--- config.mk ---
export PLATFORM = sky130hd
export DESIGN_NAME = rcm_ram
export DESIGN_NICKNAME = d
export VERILOG_FILES = /design/src/sv/rcm_ram.sv
export SDC_FILE = /design/constraint.sdc
export NUM_CORES = 1
export LEC_CHECK = 0
export BUFFER_PORTS_ARGS = -buffer_cell sky130_fd_sc_hd__buf_2
export CELL_PAD_IN_SITES_DETAIL_PLACEMENT = 1
export CELL_PAD_IN_SITES_GLOBAL_PLACEMENT = 1
export CORE_MARGIN = 2
export CORE_UTILIZATION = 58
export DETAILED_ROUTE_END_ITERATION = 7
export PLACE_DENSITY_LB_ADDON = 0.1
export SLEW_MARGIN = 30
export SYNTH_ARGS = -nofsm -noshare
export SYNTH_HDL_FRONTEND = slang
export SYNTH_SLANG_ARGS = --single-unit
--- constraint.sdc ---
create_clock -name clk -period 3.3 [get_ports clk]
set_input_delay 0.66 -clock clk [delete_from_list [all_inputs] [get_ports clk]]
set_output_delay 0.66 -clock clk [all_outputs]
set_load 0.05 [all_outputs]
--- src/sv/rcm_ram.sv ---
// ----------------------------------------------------------------------------
// rcm_ram: generic single-port RAM
// One address per cycle, read and optionally written; the read data is registered.
// ----------------------------------------------------------------------------
module rcm_ram #(
	parameter int unsigned Width = 8,
	parameter int unsigned Depth = 16
) (
	input  logic                     clk,
	input  logic                     we,
	input  logic [$clog2(Depth)-1:0] addr,
	input  logic [Width-1:0]         wdata,
	output logic [Width-1:0]         rdata
);
	logic [Width-1:0] mem_q [Depth];

	always_ff @(posedge clk) begin
		if (we) begin
			mem_q[addr] <= wdata;
		end
		rdata <= mem_q[addr];
	end
endmodule

==> run_results.csv <==
group,metric,value,unit
status,status,"finished, final reports clean",
sta,relSlewSlack,0.430,
power,p_per_area,662,nW/um^2
detailed_routing,highest-signal-layer,"met4",
clocking,numCtsBuffers,17,
detailed_routing,drt-wirelength-per-cell,25.7,um
detailed_routing,wirelength,10200,um
detailed_routing,num_vias,2401,
place,dp_hpwl,6450,um
worst_hold_path,min_path_cells,1,
die,start_util,0.590,
detailed_routing,drt_iter0_markers,123,
synth,synth_edf_count,128,
clocking,cts_sinks,136,
detailed_routing,drtPass1Iterations,4,
clocking,clock_tree.buffer_depth,2,
synth,syn_area,5070,sq um
die,fp.dieH,97.5,um
power,total_leakage_power,1.98,nW
detailed_routing,wl_met3,590,um
final_layout,layout.nets,289,
setup_path,rr_worst_depth,3,
final_layout,final_cell_area,5960,sq um
global_route,grt_pass1_vias,2720,
synth,ys.flop_type,"edfxtp_1",
synth,synth_area_leaders,"edfxtp_1 (76%), mux4_2 (14%), dfxtp_1 (3.2%), a22oi_1 (2.4%), nor2_1 (0.96%)",
clocking,cts_setup_buffers,0,
final_layout,area_growth,17.7,%
clocking,post_cts_resized,0,
sta,fin_crit_sh,0.634,
sta,rsz0062_at_grt,"no",
sta,timing.fmax,0.478,GHz
setup_path,end_kind,"flip-flop",
die,dieWidth,97.5,um
clocking,cts_hold_buffers,0,
synth,async_reset_ff_frac,0,
synth,yosys.area.top_type,"edfxtp_1",
setup_path,cp.required,3.69,ns
synth,avgSynthCellArea,22.0,sq um
global_route,grt_pass1_wl,15700,um
synth,synth_nets,244,
sta,hold_viol,0,
final_layout,n_antenna_cell,0,
synth,ys_seq_elements,136,
sta,setup_viol,0,
setup_path,r2r_end,"rdata[1]$_DFF_P_",
clocking,h-tree-depth,4,
clocking,insertion_delay,0.52,ns
synth,ys_seq_area_frac,0.790,
final_layout,nFillCells,666,
sta,tightestPinTransition,0.854,ns
clocking,cts_tree,"yes",
final_layout,final_common_cell,"edfxtp_1",
global_route,antenna_found_initial,0,
die,core_region_area,8590,sq um
worst_hold_path,hold_class,"in -> reg",
place,place_inst,364,
clocking,root_buffer,"clkbuf_8",
final_layout,final_cells,396,
final_layout,post_route_cells_drive_above_1_share,0.361,
synth,ys_types,18,
place,placement.io_buffers,21,
setup_path,worst_ep_arrival_time,2.49,ns
worst_hold_path,hp-start,"wdata[2]",
die,ios,22,
setup_path,r2r-start,"mem_q[3][1]$_DFFE_PP_",
sta,tns,0,ns
setup_path,crit_family,"buffers and inverters",
die,rows,34,
clocking,clkTransAtPathRegs,0.06,ns
place,dpl_cell_area,5380,sq um
setup_path,critical_path.cell_chain,"buf_2 > buf_12 > mux4_2 > a22oi_1 > nand2_1",
synth,synth_top_area_frac,0.759,
sta,finalMaxSlewViolations,0,
detailed_routing,ant_nets,0,
detailed_routing,post_drt_via_cell_ratio,6.06,
die,die-area,9500,sq um
setup_path,critical_path_class,"in -> reg",
setup_path,crit_slowest_cell,"mux4_2",
global_route,grt_use_total,0.235,
sta,finalClockSkew,0.00640,ns
final_layout,final_cell_mix,"edfxtp_1 (128), mux4_2 (32), buf_2 (21), a22oi_1 (16), clkbuf_16 (16)",
detailed_routing,drc,0,
synth,yosys_warnings,0,
setup_path,critPathMaxStageDelay,0.53,ns
setup_path,start_kind,"primary input",
worst_hold_path,hold_end,"mem_q[6][2]$_DFFE_PP_",
detailed_routing,wl_met1,3930,um
synth,netlist_instances,230,
place,globalplace.congestion,0.736,
setup_path,r2r_slack,1.78,ns
power,max-vdd-ir-drop,0.507,mV
setup_path,critPathMaxFanout,23,
run,cap_viol_max_count,0,
detailed_routing,wl_met2,5360,um
sta,fin_crit,2.09,ns
global_route,grt_max_degree,25,
setup_path,cp_num_buf_inv,2,
global_route,overflow,0,
-- logic make-up (layout without fill, tap and decap cells) --
group                  count (synthesis)  in the layout  share of synthesized area
buffers and inverters                 11             69                     0.0119
multiplexers                          32             32                      0.142
AO/OA/AOI/OAI                         16             16                     0.0237
flip-flops                           136            136                      0.790
AND/OR/NAND/NOR                       35             35                     0.0321
-- layer usage --
layer,track usage,vias to the layer above
li1,-,1053
met1,0.289,1234
met2,0.385,82
met3,0.0705,32
met4,0.115,0
met5,0,-
-- through the flow --
stage	setup WS, ns	hold slack [ns]	util	total power [mW]
global route	1.11	0.530	0.694	4.06
CTS	1.25	0.521	0.693	3.97
floorplan	1.15	0.635	-	2.12
finish	1.21	0.536	0.694	3.95
detailed placement	0.736	0.682	0.626	2.20
global placement	0.824	0.654	0.626	2.19
-- how the worst max path moves through the flow --
stage / from / to / slack [ns] / depth (start not counted)
final: addr[0] / rdata[1]$_DFF_P_ / 1.21 / 5
after global routing: addr[0] / rdata[1]$_DFF_P_ / 1.11 / 5
after CTS: addr[0] / mem_q[4][1]$_DFFE_PP_ / 1.25 / 3
after detailed placement: addr[0] / rdata[1]$_DFF_P_ / 0.74 / 5
after global placement: addr[0] / rdata[1]$_DFF_P_ / 0.82 / 5
after floorplan: addr[2] / mem_q[0][0]$_DFFE_PP_ / 1.15 / 2
-- flip-flops by register name (all words and copies together) (netlist names) --
name,count
rdata,8
mem_q,128
-- Yosys cell counts (2+ instances only) --
master / number
edfxtp_1: 128
mux4_2: 32
a22oi_1: 16
nor2_1: 13
nand2_1: 9
dfxtp_1: 8
buf_1: 4
nor3_1: 4
buf_2: 2
buf_6: 2
clkbuf_1: 2
nand2b_1: 2
nand3b_1: 2
nor2b_1: 2
-- cell type report --
class	count	area [sq um]	share of cell area
sequential	136	4000	0.671
clock inverter	15	159	0.0266
timing repair buffer	37	238	0.0399
multi-input combinational	83	1010	0.170
tap	108	135	0.0227
clock buffer	17	414	0.0695
-- power breakdown --
| part | total [mW] | internal, mW | switching (mW) |
|---|---|---|---|
| sequential | 1.94 | 1.93 | 0.0118 |
| clock | 1.78 | 1.03 | 0.755 |
| combinational | 0.218 | 0.0750 | 0.143 |
| total | 3.95 | 3.04 | 0.909 |
Power figures use the tool's default switching activity.
